--- config.mk ---
export PLATFORM = sky130hd
export DESIGN_NAME = rmq_div
export DESIGN_NICKNAME = d
export VERILOG_FILES = /design/src/sv/rmq_pkg.sv /design/src/sv/rmq_div.sv
export SDC_FILE = /design/constraint.sdc
export NUM_CORES = 2
export LEC_CHECK = 0
export ABC_AREA = 0
export ABC_CLOCK_PERIOD_IN_PS = 5100
export BUFFER_PORTS_ARGS = -buffer_cell sky130_fd_sc_hd__buf_2
export CORE_MARGIN = 2
export CORE_UTILIZATION = 65
export DETAILED_ROUTE_END_ITERATION = 10
export GPL_TIMING_DRIVEN = 0
export PLACE_DENSITY = 0.82
export SETUP_SLACK_MARGIN = 0.15
export SYNTH_ARGS = -nofsm -noshare
export SYNTH_HDL_FRONTEND = slang
export SYNTH_SLANG_ARGS = --single-unit
--- constraint.sdc ---
create_clock -name clk -period 5.1 [get_ports clk]
set_input_delay 1.275 -clock clk [delete_from_list [all_inputs] [get_ports clk]]
set_output_delay 1.275 -clock clk [all_outputs]
set_load 0.01 [all_outputs]
--- src/sv/rmq_pkg.sv ---
// Shared types and constants for the rotation matrix to quaternion converter.
// No dependencies.
package rmq_pkg;
	localparam int FRAC_BITS = 14;
	localparam int EW = 16;
	localparam int NW = EW + 1;
	localparam int RW = EW + 1;
	localparam int QW = EW;
	localparam int SW = QW + 1;
	localparam int SQ_STEPS = (FRAC_BITS + RW + 1) / 2;
	localparam int DIV_STEPS = QW - 1;

	typedef enum logic [1:0] {
		BR_TRACE = 2'd0,
		BR_X = 2'd1,
		BR_Y = 2'd2,
		BR_Z = 2'd3
	} branch_t;

	typedef struct packed {
		branch_t branch;
		logic [3:0][NW-1:0] num;
	} side_t;
endpackage

--- src/sv/rmq_div.sv ---
// Pipelined four-lane restoring divider with saturation detection.
// Depends on rmq_pkg.
module rmq_div (
	input logic clk,
	input logic arst_n,
	input logic in_vld,
	input logic [rmq_pkg::SQ_STEPS-1:0] root,
	input rmq_pkg::side_t in_side,
	output logic out_vld,
	output logic [3:0][rmq_pkg::QW-1:0] quat,
	output rmq_pkg::branch_t branch,
	output logic degen
);
	import rmq_pkg::*;
	localparam int DW = NW + FRAC_BITS;
	localparam int L = DIV_STEPS;

	typedef struct packed {
		branch_t branch;
		logic degen;
		logic [SW-1:0] s;
		logic [SQ_STEPS-2:0] half;
		logic [3:0] neg;
		logic [3:0] ovf;
	} dside_t;

	logic vld_s [L+1];
	dside_t ds_s [L+1];
	logic [3:0][SW-1:0] p_s [L+1];
	logic [3:0][L-1:0] d_s [L+1];
	logic [3:0][L-1:0] q_s [L+1];

	logic [SW-1:0] s_in;
	assign s_in = SW'({root, 1'b0});

	always_ff @(posedge clk or negedge arst_n) begin
		if (!arst_n) begin
			vld_s[0] <= 1'b0;
		end else begin
			vld_s[0] <= in_vld;
		end
	end

	for (genvar j = 0; j < 4; j++) begin : g_lane
		logic signed [NW-1:0] n;
		logic [NW-1:0] mag;
		logic [DW-1:0] dd;
		assign n = $signed(in_side.num[j]);
		assign mag = n[NW-1] ? NW'(-n) : NW'(n);
		assign dd = DW'({mag, FRAC_BITS'(0)});
		always_ff @(posedge clk) begin
			ds_s[0].neg[j] <= n[NW-1];
			ds_s[0].ovf[j] <= {1'b0, dd} >= {s_in, L'(0)};
			p_s[0][j] <= SW'(dd[DW-1:L]);
			d_s[0][j] <= dd[L-1:0];
			q_s[0][j] <= '0;
		end
	end

	always_ff @(posedge clk) begin
		ds_s[0].branch <= in_side.branch;
		ds_s[0].degen <= root == '0;
		ds_s[0].s <= s_in;
		ds_s[0].half <= root[SQ_STEPS-1:1];
	end

	for (genvar k = 0; k < L; k++) begin : g_step
		always_ff @(posedge clk or negedge arst_n) begin
			if (!arst_n) begin
				vld_s[k+1] <= 1'b0;
			end else begin
				vld_s[k+1] <= vld_s[k];
			end
		end
		for (genvar j = 0; j < 4; j++) begin : g_l
			logic [SW:0] pp;
			logic ge;
			assign pp = {p_s[k][j], d_s[k][j][L-1]};
			assign ge = pp >= {1'b0, ds_s[k].s};
			always_ff @(posedge clk) begin
				p_s[k+1][j] <= ge ? SW'(pp - {1'b0, ds_s[k].s}) : SW'(pp);
				d_s[k+1][j] <= d_s[k][j] << 1;
				q_s[k+1][j] <= {q_s[k][j][L-2:0], ge};
			end
		end
		always_ff @(posedge clk) begin
			ds_s[k+1] <= ds_s[k];
		end
	end

	always_comb begin
		for (int j = 0; j < 4; j++) begin
			if (ds_s[L].degen) begin
				quat[j] = '0;
			end else if (j == int'(ds_s[L].branch)) begin
				quat[j] = QW'(ds_s[L].half);
			end else if (ds_s[L].ovf[j]) begin
				quat[j] = ds_s[L].neg[j] ? {1'b1, {(QW-1){1'b0}}} : {1'b0, {(QW-1){1'b1}}};
			end else begin
				quat[j] = ds_s[L].neg[j] ? QW'(-{1'b0, q_s[L][j]}) : {1'b0, q_s[L][j]};
			end
		end
	end

	assign out_vld = vld_s[L];
	assign branch = ds_s[L].branch;
	assign degen = ds_s[L].degen;
endmodule

==> flow_summary_export.csv <==
group,metric,value,unit
min_path,hold_class,"reg -> reg",
layout,fillerInstances,11150,
layout,area_growth,10.38,%
logic_synthesis,synthArstFlopShare,0.8443,%
critical_path,crit_path_max_fanout,5,
routing,drtIter0Drc,6323,
placed_design,globalplace.congestion,0.9780,
critical_path,crit_path_start_kind,"register",
logic_synthesis,yosys_most_used_dff,"dfxtp_1",
clock_tree,post_cts_buffers,0,
critical_path,crit_path_max_incr_delay,610,ps
power_and_ir_drop,clkPwrFrac,17.9,%
clock_tree,clock-sinks,1895,
global_routing,track_usage,36.75,%
global_routing,grt_pass1_wl,436200,um
sta,finalCritPeriodShare,94.70,%
logic_synthesis,syn_area_per_cell,9.474,sq um
routing,vias_per_cell,6.233,
routing,ant_nets,0,
sta,final.setup.tns,0,ps
power_and_ir_drop,power_density,760.9,nW/um^2
power_and_ir_drop,intPower,47.84,mW
clock_tree,cts_max_level,4,
die,die_h,391.2,um
layout,drive_gt1_share,10.37,%
sta,setup_violations,0,
min_path,hold_path_depth,0,
logic_synthesis,synth.distinct_cells,103,
placed_design,portBuffers,156,
die,row_count,142,
min_path,hp-start,"q_s[1][211]",
routing,drt_pass1_iterations,10,
flow_run,cap_violations,0,
critical_path,critPathKind,"reg -> out",
power_and_ir_drop,swShare,41.56,%
layout,num-nets-final,11800,
sta,max_freq,0.2071,GHz
logic_synthesis,synth_cells,10290,
critical_path,rr_worst_depth,10,
placed_design,hpwl,225200,um
global_routing,antenna_found_initial,23,
critical_path,path_cells,"inv_1 > ha_1 > or3b_2 > or4_1 > nor3_2 > mux2i_1 > o221ai_1 > o21ai_0 > nor2_1 > buf_2",
layout,design_area,107600,sq um
outcome,outcome,"finished clean",
logic_synthesis,syn_area,97460,sq um
critical_path,reg2reg_from,"ds_s[1][111]",
sta,setup_slack,270.4,ps
routing,vias,79950,
global_routing,gr-total-overflow,0,
sta,skew,73.55,ps
critical_path,worstPathArrival,3550,ps
placed_design,place_ws,556.0,ps
clock_tree,clkTransAtPathRegs,60,ps
logic_synthesis,syn_nets,11460,
power_and_ir_drop,ir_worst_vdd,487.5,uV
power_and_ir_drop,power_leakage,46.92,nW
routing,wl_per_cell,22.51,um
power_and_ir_drop,combPwrFrac,51.3,%
routing,drt_wl_total,288700,um
critical_path,r2r_setup_slack,1150,ps
sta,rsz0062_at_grt,"true",
clock_tree,cts.root.buffer_cell,"clkbuf_16",
clock_tree,clock_latency,860,ps
routing,drc,0,
critical_path,cp_slowest_cell,"or4_1",
critical_path,cp_num_buf_inv,2,
power_and_ir_drop,seqPwrFrac,30.7,%
power_and_ir_drop,p_switching,34.02,mW
global_routing,grt_max_degree,18,
critical_path,endpoint_kind,"primary output",
die,initial_core_util,65.22,%
clock_tree,clock_path_buffers,3,
critical_path,critPathTopFamily,"simple AND/OR/NAND/NOR gates",
min_path,hold_end,"q_s[2][32]",
sta,drv_slew,0,
die,die-area,153000,sq um
logic_synthesis,synth-seq-cells,1895,
die,coreArea,149400,sq um
critical_path,cp.required,3830,ps
logic_synthesis,ys.warnings.count,0,
global_routing,first_global_vias,77160,
die,io_pins,157,
die,die_w,391.2,um
logic_synthesis,synth_edf_count,0,
sta,hold_viol_final,0,
sta,max_slew_margin,14.48,%
clock_tree,holdBufCountCts,0,
clock_tree,cts_buffers,185,
sta,tightest_slew,1272,ps
sta,period_needed,4830,ps
placed_design,post_dp_cell_area,100800,sq um
clock_tree,cts_tree,"yes",
critical_path,r2r_end,"p_s[11][65]",
logic_synthesis,ys_seq_area_share,39.01,%
-- stage by stage --
stage               hold WS, ps  power, mW  utilization (%)  instances
finish                    287.7      81.86            72.00      12830
detailed placement        312.1      65.94            67.43      12460
CTS                       290.2      81.05            71.95      12810
global route              291.7      86.78            71.98      12820
global placement          309.5      64.82            67.43      12460
floorplan                 309.6      54.27                -      10290
-- how the worst max path moves through the flow --
stage	cells after the start	from	to	slack [ps]
3_3_place_gp	12	in_side[56]	ds_s[0][3]	560
4_1_cts	10	q_s[3][180]	quat[12]	240
2_1_floorplan	11	in_side[56]	ds_s[0][3]	880
6_report	10	q_s[3][180]	quat[12]	270
5_1_grt	10	q_s[3][180]	quat[12]	140
3_5_place_dp	12	in_side[56]	ds_s[0][3]	560
-- synth_stat cells, types with 222 or more instances --
library cell / count / area, sq um
a21o_1: 267 / 2004
a21oi_1: 660 / 3303
dfxtp_1: 1879 / 37620
ha_1: 1028 / 12860
inv_1: 523 / 1963
mux2_2: 471 / 5304
nand2_1: 615 / 2308
nor2_1: 789 / 2962
nor2b_1: 222 / 1389
nor3_1: 222 / 1111
o21a_1: 235 / 1764
o21ai_0: 676 / 3383
xnor2_1: 439 / 3845
-- placed cells by master (no fill, tap or decap), types with 28 or more instances in the layout --
cell type,count
nor2b_1,222
a21oi_1,660
nor2_1,789
and2_1,56
a211o_1,28
o211ai_1,75
a31oi_1,115
nor3_1,221
ha_1,1028
a211oi_1,49
a21o_1,267
or2_2,41
clkbuf_16,186
a2111oi_0,45
dfxtp_1,1879
nor4_1,59
nand3_1,137
and3_1,28
xnor2_1,439
a21boi_0,43
o21a_1,235
or3_1,60
o31ai_1,109
o41ai_1,37
mux2_2,471
clkbuf_1,139
clkbuf_8,35
nor3b_1,37
o21ai_0,676
xor2_1,211
o31a_1,70
mux2i_1,88
nand4_1,144
fa_1,56
buf_2,197
inv_1,523
o221ai_1,37
nand2_1,615
nand2b_1,157
-- power by group through the flow --
stage,clock network (mW),logic (mW),registers (mW)
floorplan,0,31.3,23.0
global placement,0,39.8,25.1
detailed placement,0,40.7,25.2
CTS,14.9,41.2,25.0
global route,15.5,45.9,25.5
finish,14.7,42.0,25.2
-- routing by layer --
| layer | track usage, % | wire (um) | vias up |
|---|---|---|---|
| li1 | - | - | 37820 |
| met1 | 45.80 | 118000 | 37790 |
| met2 | 59.36 | 130300 | 3420 |
| met3 | 7.748 | 23570 | 911 |
| met4 | 20.20 | 16760 | 18 |
| met5 | 0 | 130 | - |
-- timing repair --
action,in CTS,in global routing
hold endpoints to repair,0,0
setup endpoints to repair,0,2
gates resized for setup,0,2
-- final cells by class --
| type | instances | area (sq um) | share of cell area, % |
|---|---|---|---|
| clock buffers | 245 | 5226 | 4.858 |
| clock inverters | 102 | 1525 | 1.418 |
| plain buffers | 171 | 749.5 | 0.6967 |
| multi-input cells | 7696 | 56730 | 52.73 |
| well taps | 2016 | 2522 | 2.345 |
| flip-flops and latches | 1895 | 38020 | 35.34 |
| diodes | 22 | 55.05 | 0.05118 |
| repair buffers | 156 | 780.7 | 0.7258 |
| inverters | 525 | 1971 | 1.832 |
-- flip-flops by register name, indices dropped and copies added (netlist names) --
| signal | count |
|---|---|
| q_s | 480 |
| ds_s | 431 |
| d_s | 4 |
| vld_s | 15 |
| out_vld | 1 |
| p_s | 964 |
-- cell families after synthesis --
family	synth area share (%)
AO/OA/AOI/OAI	18.08
XOR/XNOR	5.841
adder cells (fa/ha/maj)	14.35
buffers and inverters	2.791
flip-flops	39.01
multiplexers	6.646
AND/OR/NAND/NOR	13.28
Power figures use the tool's default switching activity.
