`config.mk`:
```
export PLATFORM = sky130hd
export DESIGN_NAME = rmq_sqrt
export DESIGN_NICKNAME = d
export VERILOG_FILES = /design/src/sv/rmq_pkg.sv /design/src/sv/rmq_sqrt.sv
export SDC_FILE = /design/constraint.sdc
export NUM_CORES = 1
export LEC_CHECK = 0
export ABC_CLOCK_PERIOD_IN_PS = 3500
export BUFFER_PORTS_ARGS = -buffer_cell sky130_fd_sc_hd__buf_2
export CAP_MARGIN = 10
export CORE_MARGIN = 4
export CORE_UTILIZATION = 50
export CTS_CLUSTER_SIZE = 25
export DETAILED_ROUTE_END_ITERATION = 12
export HOLD_SLACK_MARGIN = 0.02
export PLACE_DENSITY = 0.66
export SLEW_MARGIN = 20
export SYNTH_ARGS = -nofsm -noshare
export SYNTH_HDL_FRONTEND = slang
export SYNTH_SLANG_ARGS = --single-unit
```
`constraint.sdc`:
```
create_clock -name clk -period 3.5 [get_ports clk]
set_input_delay 0.35 -clock clk [delete_from_list [all_inputs] [get_ports clk]]
set_output_delay 0.35 -clock clk [all_outputs]
set_load 0.02 [all_outputs]
```
`src/sv/rmq_pkg.sv`:
```
// Shared types and constants for the rotation matrix to quaternion converter.
// No dependencies.
package rmq_pkg;
	localparam int FRAC_BITS = 14;
	localparam int EW = 16;
	localparam int NW = EW + 1;
	localparam int RW = EW + 1;
	localparam int QW = EW;
	localparam int SW = QW + 1;
	localparam int SQ_STEPS = (FRAC_BITS + RW + 1) / 2;
	localparam int DIV_STEPS = QW - 1;

	typedef enum logic [1:0] {
		BR_TRACE = 2'd0,
		BR_X = 2'd1,
		BR_Y = 2'd2,
		BR_Z = 2'd3
	} branch_t;

	typedef struct packed {
		branch_t branch;
		logic [3:0][NW-1:0] num;
	} side_t;
endpackage

```
`src/sv/rmq_sqrt.sv`:
```
// Pipelined integer square root, one result bit per stage.
// Depends on rmq_pkg.
module rmq_sqrt (
	input logic clk,
	input logic arst_n,
	input logic in_vld,
	input logic [rmq_pkg::RW-1:0] rad,
	input rmq_pkg::side_t in_side,
	output logic out_vld,
	output logic [rmq_pkg::SQ_STEPS-1:0] root,
	output rmq_pkg::side_t out_side
);
	import rmq_pkg::*;
	localparam int VW = 2 * SQ_STEPS;
	localparam int MW = SQ_STEPS + 4;

	logic vld_s [SQ_STEPS+1];
	logic [VW-1:0] v_s [SQ_STEPS+1];
	logic [MW-1:0] rem_s [SQ_STEPS+1];
	logic [SQ_STEPS-1:0] res_s [SQ_STEPS+1];
	side_t side_s [SQ_STEPS+1];

	assign vld_s[0] = in_vld;
	assign v_s[0] = VW'({rad, FRAC_BITS'(0)});
	assign rem_s[0] = '0;
	assign res_s[0] = '0;
	assign side_s[0] = in_side;

	for (genvar k = 0; k < SQ_STEPS; k++) begin : g_step
		logic [MW-1:0] sh;
		logic [MW-1:0] trial;
		logic ge;
		assign sh = {rem_s[k][MW-3:0], v_s[k][VW-1:VW-2]};
		assign trial = MW'({res_s[k], 2'b01});
		assign ge = sh >= trial;
		always_ff @(posedge clk or negedge arst_n) begin
			if (!arst_n) begin
				vld_s[k+1] <= 1'b0;
			end else begin
				vld_s[k+1] <= vld_s[k];
			end
		end
		always_ff @(posedge clk) begin
			v_s[k+1] <= v_s[k] << 2;
			rem_s[k+1] <= ge ? sh - trial : sh;
			res_s[k+1] <= {res_s[k][SQ_STEPS-2:0], ge};
			side_s[k+1] <= side_s[k];
		end
	end

	assign out_vld = vld_s[SQ_STEPS];
	assign root = res_s[SQ_STEPS];
	assign out_side = side_s[SQ_STEPS];
endmodule

```
==> results.txt, run 1 <==
- Synthesized area per cell: between 10 and 15 um2
* Share of the synthesized area in the top cell type: between 70% and 80%
* DPL Wire Length: between 30 and 40 mm
* Internal power component: between 30 and 40 mW
* Final Setup Violations: 0
- Entering global routing, the biggest net connects 21 pins.
- Synthesis-to-finish area growth: 18.2%
- Count of cell types in the netlist: 80
- Setup repair after global routing left no endpoint under its margin.
* Number of instances resized during post-cts repair: 0
* Inserted Diodes: 0
- After detailed routing, the number of remaining DRC violations is 0.
- After floorplanning, the core was sized to cover between 80,000 and 90,000 um2.
* Highest fanout seen on the critical path: 11
- Final critical-path required period: ~3.1 ns
* Synthesized Nets: roughly 3,300
- After the last flow step, the layout net total stands at between 3,000 and 4,000.
* # port buffers: around 180
* Final Slew Violations: 0
- In this run the worst hold path is classified as in -> reg.
* Total vias in the final route: ~21,000
- Dividing the detail-routed via count by the number of cells gives 4.59.
* 1st-pass router iterations: 5
- FF/Latch Area: about 32,000 um2
- The setup path with the least slack is of type reg -> reg.
- Effective utilization at floorplan: between 50% and 60%
* Most used flip-flop cell after synthesis: sky130_fd_sc_hd__dfxtp_1
- Most frequent cells after synthesis: 1,568 x sky130_fd_sc_hd__dfxtp_1, 173 x sky130_fd_sc_hd__inv_1, 139 x sky130_fd_sc_hd__ha_1
- Capturing instance or port of the critical path: g_step[10].sh[10]
- Startpoint class of the critical path: flip-flop
- Overall die area: about 88,000 um2
* Remaining number of nets flagged by the antenna check after routing: 0
* Slack of the worst reg-to-reg path: approximately 0.39 ns
- Yosys reg bits: between 1,500 and 2,000
- Reg2reg start: g_step[9].trial[2]
- Counting the fill cells in the layout gives 6,252.
* Placement-stage worst setup slack: just under 0.4 ns
* PD cells: around 800 nW/um2
* Number of sinks driven by the clock tree: around 1,600
* Final critical-path share of the clock period: approximately nine tenths
- Fraction of registers with async set or reset after synthesis: 1.01%
- Leakage power: about 22 nW
- Yosys warns: 0
- Kind of end point of the critical path: flip-flop
- Wires add up to between 50 and 60 mm.
- Per report_power, the clock group accounts for between 40% and 50% of the total.
- Hold Violations, Final: 0
- The first routing iteration left around 770 violations.
- Share of layout cells above drive strength 1: between 10 and 15%
- Clock slew seen by the registers of the worst setup and hold paths: around 0.060 ns
- Net switching power: roughly 8.8 mW
- Global routing used between 10% and 20% of the available tracks across all layers.
- Depth of the most critical reg-to-reg path: 9
- Of the total power, combinational logic draws around 7.4%.
- For the pin with the worst max-slew slack, the measured transition is approximately 0.83 ns.
* Height of the chip: 297 um
- Average wire length per cell after detail routing: 12.8 um
- The initialized floorplan defines 105 standard-cell rows.
- Once placement completed, the tool counted placed cells totaling 4,190.
* Relative slew slack: around 45%
- Max Fclk: ~0.32 GHz
- CP Launch Point: g_step[9].trial[2]
- Yosys top cell by area: sky130_fd_sc_hd__dfxtp_1
* Chip Width: about 300 um
- Count of placed standard cells in the final layout, fillers left out: roughly 4,500
- The share of total power dissipated in sequential elements is about half.
- The longest clock path from root to sink contains 3 buffers.
- Total negative slack for setup checks: 0 ns
- Footprint of the multi-input gates: between 8000 and 9000 um2
- Sequential share of the synthesized area: between 70% and 80%
- Antenna violations before repair: 0
* CTS H-tree lvls: 4
* TritonCTS clock tree: done
- Via count of the first global-routing pass: ~22,000
- Clock latency on the worst-skew pair, taken at its later pin, is 0.71 ns.
* Count leader, synth: sky130_fd_sc_hd__dfxtp_1
- The worst register-to-register path ends at g_step[10].sh[10].
- At the end of routability-driven placement, the weighted congestion stood at between 0.8 and 0.9.
- The first global-routing pass estimated between 90 and 100 mm of wire.
* Worst path setup slack after routing: a little under 0.4 ns
* Peak supply drop: approximately 0.52 mV
- The total overflow left after global routing is 0.
* Endpoint arrival time on the critical path: ~3.7 ns
- Required time of the worst setup path: 4.09 ns
- Number of buffers created by CTS: approximately 150
- The tree is rooted in a sky130_fd_sc_hd__clkbuf_16.
* Most area-consuming cells after synthesis: sky130_fd_sc_hd__dfxtp_1 75%, sky130_fd_sc_hd__ha_1 4.2%, sky130_fd_sc_hd__xnor2_1 2.1%
* Sw Ratio: roughly 22%
- Number of maximum-capacitance constraint violations: 0
- Worst setup skew after layout: 0.0622 ns
* Worst hold slack across all endpoints: roughly 0.26 ns
- Count of flip-flops with a built-in enable after synthesis: 0
- Ports placed on the boundary: roughly 180
- After synthesis the cells add up to around 42,000 um2.
- The flow ran to the end, and the final reports show no timing, DRC or antenna violations.
- Gate count after technology mapping: slightly above 3,000
## registers in the layout (all words and copies together) (netlist names)
signal,flops
root,16
g_step.trial,120
v_s,56
side_s,1050
g_step.sh,256
out_side,70
out_vld,1
vld_s,15
## layer usage
layer / vias up / share of wire [%] / track usage (%)
li1: 10600 / - / -
met1: 9610 / 41 / 14.1
met2: 423 / 51 / 24.2
met3: 167 / 4.7 / 3.64
met4: 0 / 3.3 / 6.02
met5: - / 0 / 0
## worst min-delay path by stage
stage	to	slack, ns	from	cells after the start
2_1_floorplan	out_vld	0.05	arst_n	0
3_3_place_gp	vld_s[15]	0.25	arst_n	1
3_5_place_dp	vld_s[1]	0.27	arst_n	1
4_1_cts	g_step[1].trial[2]	0.18	rad[16]	2
5_1_grt	v_s[501]	0.21	rad[5]	2
6_report	side_s[1066]	0.26	in_side[16]	2
## per-stage QoR
stage | power, mW | cell area (um2) | util, %
finish | 39.5 | 49400 | 59.9
global route | 41.3 | 49400 | 59.9
CTS | 40.1 | 49400 | 59.9
detailed placement | 23.7 | 43400 | 52.6
global placement | 23.6 | 43400 | 52.6
floorplan | 23.0 | 41800 | -
## placed cells by master, fill, tap and decap left out, drive strengths merged, types with 74 or more instances in the layout
cell type    instances
a21oi               88
buf                182
clkbuf             205
dfxtp             1568
dlygate4sd3         90
ha                 139
inv                180
mux2                74
nand2               93
nor2               117
o21ai               75
xnor2              100
## power groups by stage
stage	clock network [mW]	logic (mW)	registers [mW]
after global routing	17.3	3.31	20.7
final	16.1	2.94	20.5
after detailed placement	0	2.84	20.9
after global placement	0	2.72	20.8
after CTS	16.6	2.95	20.5
after floorplan	0	2.34	20.6
## critical path, cell delays in order (launching register included)
cell and delay, ns:
sky130_fd_sc_hd__dfxtp_1 0.32, sky130_fd_sc_hd__inv_1 0.04, sky130_fd_sc_hd__ha_1 0.21, sky130_fd_sc_hd__fa_1 0.44, sky130_fd_sc_hd__a211oi_1 0.33, sky130_fd_sc_hd__nor3_1 0.16, sky130_fd_sc_hd__o31a_1 0.28, sky130_fd_sc_hd__nor3_1 0.41
sky130_fd_sc_hd__nand2_1 0.40, sky130_fd_sc_hd__mux2_2 0.39
## cell families (layout without fill, tap and decap cells)
group,count (synthesis),count (layout),share of synthesized area [%]
simple gates,454,454,5.55
xor+xnor,161,161,3.38
buf+inv,269,705,3.08
fa+ha+maj,145,145,4.45
flops,1584,1584,76.1
other cells,1,1,0.00898
compound gates,337,337,5.27
mux,81,81,2.16
## area by class of cell
cell class / count / area share, %
Sequential cell: 1584 / 64.4
Inverter: 175 / 1.33
Multi-Input combinational cell: 1179 / 17.6
Timing Repair Buffer: 272 / 3.70
Tap cell: 1070 / 2.71
Clock inverter: 53 / 1.81
Clock buffer: 205 / 8.47
## what timing repair did
| item | in CTS | in global routing |
|---|---|---|
| hold buffers | 90 | 0 |
| hold endpoints to repair | 104 | 0 |
| setup buffers | 0 | 0 |
No activity file was read; power rests on OpenSTA's default activity.
==> run 2, diff against run 1 <==
--- a/config.mk
+++ b/config.mk
@@ -8,12 +8,14 @@
 export ABC_CLOCK_PERIOD_IN_PS = 3500
 export BUFFER_PORTS_ARGS = -buffer_cell sky130_fd_sc_hd__buf_2
 export CAP_MARGIN = 10
+export CELL_PAD_IN_SITES_DETAIL_PLACEMENT = 0
+export CELL_PAD_IN_SITES_GLOBAL_PLACEMENT = 1
 export CORE_MARGIN = 4
-export CORE_UTILIZATION = 50
+export CORE_UTILIZATION = 49
 export CTS_CLUSTER_SIZE = 25
 export DETAILED_ROUTE_END_ITERATION = 12
 export HOLD_SLACK_MARGIN = 0.02
-export PLACE_DENSITY = 0.66
+export PLACE_DENSITY = 0.75
 export SLEW_MARGIN = 20
 export SYNTH_ARGS = -nofsm -noshare
 export SYNTH_HDL_FRONTEND = slang
==> run 2 against run 1 <==
  * Clock skew down 0.044 ns
  * Global-route usage decreased by 0.25 points
  * Cell count increased by 1.5%
  * First-iteration DRC count shrank 0.65%
  * Combinational power is essentially flat
  * Critical endpoint is now g_step[10].sh[4]
  * Largest cell class unchanged
  * Largest power group unchanged
  * Highest routed layer unchanged
==> results.txt, run 2 (synthesis results as in run 1) <==
- Clock slew seen by the registers of the worst setup and hold paths: 0.06 ns (about the same)
- Final Setup Violations: 0 (unchanged)
* Share of layout cells above drive strength 1: 14.9% (+0.040 points)
- DRC violation total after the first TritonRoute iteration: 769 (-0.65%)
- 1st-pass router iterations: 5 (unchanged)
- The register cell area after layout is 31,800 um2 (unchanged).
- The final critical path time including I/O delays and setup came to 3.10 ns (-0.0118 ns).
- The final wirelength came to 57.1 mm (-1.6%).
* RSZ-0062 raised after global routing: no
- Final critical-path share of the clock period: 88.6% (-0.34 points)
- The overall routing resource usage is 12.9% (-0.25 points).
- The run finished with clean final reports.
- The number of standard-cell rows in the floorplan is 106 (+0.95%).
- Number of maximum-capacitance constraint violations: 0 (unchanged)
- The total setup buffers inserted after CTS came to 0 (unchanged).
- Clock latency reported for the late side of the worst-skew pair: 0.72 ns (about the same)
- The number of buffers inserted during clock tree synthesis is 147 (+0.68%).
- The static power due to leakage was 21.9 nW (about the same).
- More flip-flops sit in one register than any other, and that register is side_s.
* Total negative slack for setup checks: 0 ns (unchanged)
* Number of flip-flops under the largest register name: 1,050 (unchanged)
* Start-to-end type of the worst setup path: reg -> reg
* # port buffers: 176 (unchanged)
- Via density: 4.51 (-1.7%)
- Cell breakdown of the critical path: inv_1, ha_1, fa_1, a211oi_1, nor3_1, o31a_1, nor3_1, nand2_1, mux2_2
* Average wire length per cell after detail routing: 12.4 um (-3.1%)
* DPL Wire Length: 37.2 mm (+0.54%)
* Number of nets in the layout: 3,595 (+0.056%)
- Number of sinks driven by the clock tree: 1,584 (unchanged)
- Remaining number of nets flagged by the antenna check after routing: 0 (unchanged)
- The number of antenna violations at the first check in global routing was 0 (unchanged).
- Tracing the worst setup path back leads to its startpoint at g_step[9].trial[2].
* Peak supply drop: 0.600 mV (+15%)
* Final weighted congestion of routability-driven global placement: 0.813 (-1.4%)
* Most common library cell in the layout ignoring fill and taps: sky130_fd_sc_hd__dfxtp_1
- The worst stage delay on the critical path was 0.44 ns (about the same).
- The post-cts sizing count is 0 (unchanged).
- Most common cell on crit path: sky130_fd_sc_hd__nor3_1
- Endpoint arrival time on the critical path: 3.70 ns (about the same)
- In this run the critical register-to-register path is launched from g_step[9].trial[2].
- Slowest-stage cell, CP: sky130_fd_sc_hd__fa_1
- The worst slack on hold paths is 0.257 ns (-0.00472 ns).
- Clock tree synthesis selected as its root buffer the cell sky130_fd_sc_hd__clkbuf_16.
* Aggregate global routing overflow: 0 (unchanged)
* Placement-stage worst setup slack: 0.404 ns (+0.0129 ns)
- The buffer levels on the longest clock path came to 3 (unchanged).
- Transition time of the tightest slew-check pin: 0.786 ns (-0.0393 ns)
- Number of filler instances in the final layout: 6,531 (+4.5%)
- Hold Violations, Final: 0 (unchanged)
- Chip Width: 300 um (+0.99%)
- The worst hold path begins at in_side[17].
- The first-pass GRT wire length was 97.5 mm (-0.95%).
- CTS H-tree lvls: 4 (unchanged)
- The worst hold path belongs to the class in -> reg.
- Effective utilization at floorplan: 49.7% (-0.95 points)
- The total count of max-transition violations in the final report came to 0 (unchanged).
- The number of hold buffers added after CTS came to 90 (unchanged).
- The antenna cell count is 0 (unchanged).
* Required time of the worst setup path: 4.10 ns (about the same)
- Maximum number of pins on one net before global-route repair: 21 (unchanged)
* PD cells: 799 nW/um2 (-0.21%)
- The setup slack of the critical path after layout came to 0.398 ns (+0.0118 ns).
- Kind of end point of the critical path: flip-flop
- Overall die area: 90,000 um2 (+2.0%)
- Highest fanout seen on the critical path: 11 (unchanged)
* Relative slew slack: 47.4% (+2.6 points)
* Synthesis-to-finish area growth: 18.5%
- Area of the placeable core: 84,100 um2 (+1.9%)
- The worst-case clock skew is 0.0181 ns (-0.0442 ns).
- Height of the chip: 300 um (+0.99%)
- Footprint of the multi-input gates: 8700 um2 (unchanged)
- STA classifies the critical path startpoint as a flip-flop.
- TritonCTS clock tree: done
- Via count of the first global-routing pass: 21,500 (-1.2%)
- The achievable clock frequency is 0.322 GHz (+0.38%).
- The remaining design rule violation count is 0 (unchanged).
- Commonest cells after routing, fill and taps aside: 1,568 x sky130_fd_sc_hd__dfxtp_1, 176 x sky130_fd_sc_hd__buf_2, 173 x sky130_fd_sc_hd__inv_1, 148 x sky130_fd_sc_hd__clkbuf_16, 139 x sky130_fd_sc_hd__ha_1
- The I/O pin total is 177 (unchanged).
* Total vias in the final route: 20,800 (-0.24%)
==> run 2: cell count changes in the layout (fill, tap and decap cells not counted), sizes merged <==
cell / before / now
clkinv: 29 / 33
bufinv: 15 / 17
inv: 180 / 178
buf: 182 / 183
clkbuf: 205 / 204
==> run 2: critical path, delay by kind of cell, from the launching register on <==
kind                       cells  cell delay (ns)
DFF                            1             0.33
muxes                          1             0.38
and+or+nand+nor                3             0.95
adders and majority gates      2             0.65
AOI/OAI and AO/OA              2             0.62
buffers and inverters          1             0.05
==> run 2: area by class of cell <==
type	instances	area share (%)
clock buffer	204	8.43
clock inverter	57	1.87
inverter	175	1.33
multi-input combinational	1179	17.6
sequential	1584	64.2
tap	1134	2.87
timing repair buffer	273	3.71
==> run 2: final timing paths <==
| check | slack (ns) | endpoint | depth (start not counted) |
|---|---|---|---|
| min in group asynchronous | 0.73 | vld_s[9] | 3 |
| max in group asynchronous | 2.35 | out_vld | 3 |
| setup / recovery | 0.40 | g_step[10].sh[4] | 9 |
| hold reg to reg | 0.31 | side_s[404] | 0 |
| setup reg to reg | 0.40 | g_step[10].sh[4] | 9 |
| hold / removal | 0.26 | side_s[1067] | 2 |
==> run 2: metal layers <==
metal	GRT usage (%)	wire length, um	vias up	share of wire (%)
met5	0	0	-	0
met4	6.41	2030	0	3.5
met3	3.36	2400	169	4.2
met2	23.2	28900	390	51
met1	14.2	23800	9579	42
li1	-	-	10600	-
==> run 2: power breakdown <==
part / switching (mW) / internal (mW)
Sequential: 0.811 / 19.7
Clock: 6.43 / 9.68
Combinational: 1.43 / 1.50
Total: 8.68 / 30.9
==> run 2: stage by stage <==
step,cells,util (%),power [mW],instance area (um2)
final,4606,58.9,39.5,49500
after global routing,4606,58.9,41.4,49500
after detailed placement,4255,51.7,23.7,43500
after global placement,4255,51.7,23.6,43500
after CTS,4606,58.9,40.1,49500
after floorplan,3032,-,23.0,41800
==> run 3, diff against run 2 <==
--- a/config.mk
+++ b/config.mk
@@ -5,17 +5,18 @@
 export SDC_FILE = /design/constraint.sdc
 export NUM_CORES = 1
 export LEC_CHECK = 0
+export ABC_AREA = 1
 export ABC_CLOCK_PERIOD_IN_PS = 3500
 export BUFFER_PORTS_ARGS = -buffer_cell sky130_fd_sc_hd__buf_2
 export CAP_MARGIN = 10
 export CELL_PAD_IN_SITES_DETAIL_PLACEMENT = 0
 export CELL_PAD_IN_SITES_GLOBAL_PLACEMENT = 1
 export CORE_MARGIN = 4
-export CORE_UTILIZATION = 49
+export CORE_UTILIZATION = 48
 export CTS_CLUSTER_SIZE = 25
 export DETAILED_ROUTE_END_ITERATION = 12
 export HOLD_SLACK_MARGIN = 0.02
-export PLACE_DENSITY = 0.75
+export PLACE_DENSITY = 0.76
 export SLEW_MARGIN = 20
 export SYNTH_ARGS = -nofsm -noshare
 export SYNTH_HDL_FRONTEND = slang
==> run 3 against run 2 <==
  * Synthesized cell count increased by 31%
  * Power grew 4.5%
  * Core utilization is 2.3 points lower
  * Sequential share of layout area decreased by 2.9 points
  * Highest routed layer unchanged
  * Critical path depth increased by 1
  * First-iteration DRC count increased by 57%
  * Critical path type unchanged
  * Wire length up 28%
  * Sequential power about the same
  * Clock-buffer cell count fell by 2
  * Via count grew 19%
  * Die area up 8.0%
  * Fmax up 36%
==> results.txt, run 3 <==
- The synthesized area per cell is 11.2 um2 (-19%).
- Antenna violations before repair: 1 (+1)
- The sum of overflow across all layers after global routing is 0 (unchanged).
- The required time reported for the critical path endpoint is 4.11 ns (about the same).
* Number of maximum-capacitance constraint violations: 0 (unchanged)
- Via count of the first global-routing pass: 25,000 (+16%)
- Relative to the synthesized area, the layout overhead comes to 17.0%.
* Reg2reg end: g_step[13].sh[14]
* Number of instances resized during post-cts repair: 0 (unchanged)
- The critical path is of the reg -> reg type.
- 1st-pass router iterations: 5 (unchanged)
* Simple-gate share of the synthesized area: 13.5% (+7.9 points)
- The worst setup path is launched from a flip-flop.
* PD cells: 797 nW/um2 (-0.20%)
- In the post-synthesis netlist, the cell with the most instances is sky130_fd_sc_hd__dfxtp_1.
* Most area-consuming cells after synthesis: sky130_fd_sc_hd__dfxtp_1 71%, sky130_fd_sc_hd__nand2_1 6.6%, sky130_fd_sc_hd__ha_1 3.9%
* Total negative slack for setup checks: 0 ns (unchanged)
* Buffers from clock root to sink, at most: 3 (unchanged)
- Clock slew seen by the registers of the worst setup and hold paths: 0.07 ns (about the same)
- The post-layout net count was 4,533 (+26%).
* Area of the placeable core: 91,500 um2 (+8.8%)
- Hold crit path type: in -> reg
- The maximum fanout along the worst path came to 18 (+7).
- The fraction of the cycle the final worst path needs came to 65.2% (-23 points).
- Fraction of registers with async set or reset after synthesis: 1.01% (unchanged)
- Detailed-route DRC error count: 0 (unchanged)
- Slack of the worst reg-to-reg path: 1.22 ns (+0.82 ns)
* Count of cell types in the netlist: 55 (-31%)
- The combined area of all synthesized cells came to 44,300 um2 (+6.0%).
- The number of warnings issued by yosys came to 0 (unchanged).
- The global placement routability congestion came to 0.870 (+7.0%).
* DPL Wire Length: 50.1 mm (+35%)
- The switching power share of the total is 25.5% (+3.6 points).
- Post-cts hold buffer count: 90 (unchanged)
* Hold Violations, Final: 0 (unchanged)
- Number of filler instances in the final layout: 7,605 (+16%)
- Synthesized-area fraction occupied by adder cells: 4.20% (-0.25 points)
- The insertion delay to the later sink of the worst-skew pair was 0.73 ns (about the same).
* Remaining number of nets flagged by the antenna check after routing: 0 (unchanged)
- The static power due to leakage was 24.6 nW (+12%).
* Most used flip-flop cell after synthesis: sky130_fd_sc_hd__dfxtp_1
- The sequential cell fraction of total power came to 50.0% (-1.8 points).
- Status: completed
* Worst setup skew after layout: 0.0689 ns (+0.0508 ns)
* Overall die area: 97,200 um2 (+8.0%)
* Xor-xnor portion of the synthesized cell area: 1.78% (-1.6 points)
- Clock Root Buffer: sky130_fd_sc_hd__clkbuf_16
- Internal power component: 30.8 mW (-0.31%)
- Clock power frac: 38.3% (-2.5 points)
- The data arrival time of the worst path is 2.89 ns (-0.81 ns).
- The first-pass GRT wire length is 122 mm (+25%).
* Max Fclk: 0.439 GHz (+36%)
- DRC violation total after the first TritonRoute iteration: 1,205 (+57%)
- The most critical setup path has its startpoint at g_step[12].trial[11].
* Most frequent cells after synthesis: 1,568 x sky130_fd_sc_hd__dfxtp_1, 773 x sky130_fd_sc_hd__nand2_1, 387 x sky130_fd_sc_hd__inv_1
* Worst hold slack across all endpoints: 0.249 ns (-0.00757 ns)
* Final Slew Violations: 0 (unchanged)
* Yosys top cell by area: sky130_fd_sc_hd__dfxtp_1
- Synthesized Nets: 4,206 (+29%)
- Number of buffers created by CTS: 148 (+0.68%)
* Kind of end point of the critical path: flip-flop
* Depth of the most critical reg-to-reg path: 10 (+1)
* Count of flip-flops with a built-in enable after synthesis: 0 (unchanged)
- Setup repair after global routing left no endpoint under its margin.
* Yosys reg bits: 1,584 (unchanged)
- The setup violation total in the final timing report was 0 (unchanged).
* Relative slew slack: 56.2% (+8.8 points)
- Total routing usage reported by global routing: 15.4% (+2.5 points)
- The area fraction of the dominant cell type after synthesis was 70.9% (-4.2 points).
* TritonCTS clock tree: done
- Number of flip-flops under the largest register name: 1,050 (unchanged)
- Synthesized-area fraction occupied by ao, oa, aoi and oai cells: 3.66% (-1.6 points)
* Final critical-path required period: 2.28 ns (-0.822 ns)
- Via density: 4.41 (-2.2%)
- The worst register-to-register path begins at g_step[12].trial[11].
* CTS H-tree lvls: 4 (unchanged)
- Number of sinks driven by the clock tree: 1,584 (unchanged)
- After synthesis, the largest family of logic cells by area is simple AND/OR/NAND/NOR gates.
- Peak supply drop: 0.553 mV (-7.8%)
* Commonest cells after routing, fill and taps aside: 1,568 x sky130_fd_sc_hd__dfxtp_1, 773 x sky130_fd_sc_hd__nand2_1, 387 x sky130_fd_sc_hd__inv_1, 253 x sky130_fd_sc_hd__nor2_1, 209 x sky130_fd_sc_hd__nand3_1
* Share of layout cells above drive strength 1: 11.8% (-3.1 points)
* Register bank with the most flops: side_s
* Average wire length per cell after detail routing: 13.1 um (+5.5%)
- Multiplexer share of the synthesized area: 0% (-2.2 points)
- Height of the chip: 312 um (+3.9%)
- Chip Width: 312 um (+3.9%)
- In this run the worst setup path terminates at g_step[13].sh[14].
* Ports placed on the boundary: 177 (unchanged)
* Net switching power: 10.5 mW (+21%)
- Post CTS Setup Buffer Count: 0 (unchanged)
- The starting density of the core was 48.4% (-1.3 points).
- Placement Rows: 111 (+4.7%)
* Routed wire length: 73.3 mm (+28%)
* # port buffers: 176 (unchanged)
* Maximum number of pins on one net before global-route repair: 27 (+29%)
- The combinational power share came to 11.7% (+4.3 points).
* Most common library cell in the layout ignoring fill and taps: sky130_fd_sc_hd__dfxtp_1
* Total vias in the final route: 24,700 (+19%)
- Gate count after technology mapping: 3,971 (+31%)
- Transition time of the tightest slew-check pin: 0.654 ns (-0.132 ns)
- The register area share after synthesis came to 71.8% (-4.3 points).
run 3: cell count changes in the layout (fill, tap and decap cells not counted), moves of 21 or more:
| cell | before | now |
|---|---|---|
| sky130_fd_sc_hd__a21o_1 | 32 | 10 |
| sky130_fd_sc_hd__a21oi_1 | 88 | 120 |
| sky130_fd_sc_hd__a21oi_2 | 0 | 24 |
| sky130_fd_sc_hd__inv_1 | 173 | 387 |
| sky130_fd_sc_hd__mux2_2 | 73 | 0 |
| sky130_fd_sc_hd__nand2_1 | 93 | 773 |
| sky130_fd_sc_hd__nand3_1 | 27 | 209 |
| sky130_fd_sc_hd__nor2_1 | 116 | 253 |
| sky130_fd_sc_hd__nor3_1 | 53 | 25 |
| sky130_fd_sc_hd__nor4_1 | 28 | 4 |
| sky130_fd_sc_hd__o21ai_1 | 1 | 22 |
| sky130_fd_sc_hd__xnor2_1 | 100 | 36 |
run 3: cell families (layout without fill, tap and decap cells):
| group | count (synthesis) | in the layout |
|---|---|---|
| simple gates | 1381 | 1381 |
| flops | 1584 | 1584 |
| xor+xnor | 90 | 90 |
| fa+ha+maj | 145 | 145 |
| compound gates | 277 | 277 |
| other cells | 1 | 2 |
| buf+inv | 493 | 932 |
run 3: area by class of cell:
type / count / area, um2 / share of cell area, %
Multi-Input combinational cell: 1894 / 10200 / 19.8
Clock buffer: 202 / 4210 / 8.12
Tap cell: 1186 / 1480 / 2.86
Antenna cell: 1 / 2.50 / 0.00483
Timing Repair Buffer: 271 / 1820 / 3.51
Sequential cell: 1584 / 31800 / 61.4
Clock inverter: 60 / 761 / 1.47
Inverter: 399 / 1510 / 2.91
run 3: worst min path at each step:
stage,start,end,slack [ns],depth (start not counted)
after detailed placement,arst_n,out_vld,0.27,1
after global placement,arst_n,vld_s[3],0.27,1
after global routing,in_side[48],side_s[1098],0.19,2
after floorplan,arst_n,out_vld,0.05,0
final,in_side[49],side_s[1099],0.25,2
after CTS,rad[2],v_s[498],0.17,2
run 3: worst max-delay path, cell delays in order (launching register included):
cell                      delay [ns]
sky130_fd_sc_hd__dfxtp_1        0.33
sky130_fd_sc_hd__inv_1          0.04
sky130_fd_sc_hd__ha_1           0.35
sky130_fd_sc_hd__a21oi_1        0.23
sky130_fd_sc_hd__o21ai_1        0.13
sky130_fd_sc_hd__inv_1          0.09
sky130_fd_sc_hd__nand3_1        0.10
sky130_fd_sc_hd__nand2_1        0.34
sky130_fd_sc_hd__nand2_2        0.33
sky130_fd_sc_hd__nand2_1        0.15
sky130_fd_sc_hd__nand2_1        0.06
run 3: metal layers:
layer	vias to the layer above	track usage [%]	part of all wire, %
met2	424	26.4	48
met1	11100	18.8	45
met5	-	0	0
met4	0	6.16	3.0
met3	167	3.49	4.1
li1	13000	-	-
run 3: power groups by stage:
stage	Clock, mW	Combinational (mW)	Sequential [mW]
global route	17.1	5.61	20.9
detailed placement	0	4.76	21.1
global placement	0	4.76	21.1
CTS	16.4	4.87	20.7
floorplan	0	3.75	20.7
finish	15.8	4.83	20.7
run 3: through the flow:
| stage | instance area (um2) | utilization, % | std cells | worst slack [ns] | power [mW] |
|---|---|---|---|---|---|
| 6_report | 51800 | 56.6 | 5597 | 1.22 | 41.3 |
| 3_3_place_gp | 45900 | 50.2 | 5244 | 1.28 | 25.8 |
| 3_5_place_dp | 45900 | 50.2 | 5244 | 1.24 | 25.8 |
| 4_1_cts | 51800 | 56.6 | 5596 | 1.22 | 41.9 |
| 2_1_floorplan | 44300 | - | 3971 | 1.65 | 24.5 |
| 5_1_grt | 51800 | 56.6 | 5596 | 0.971 | 43.6 |
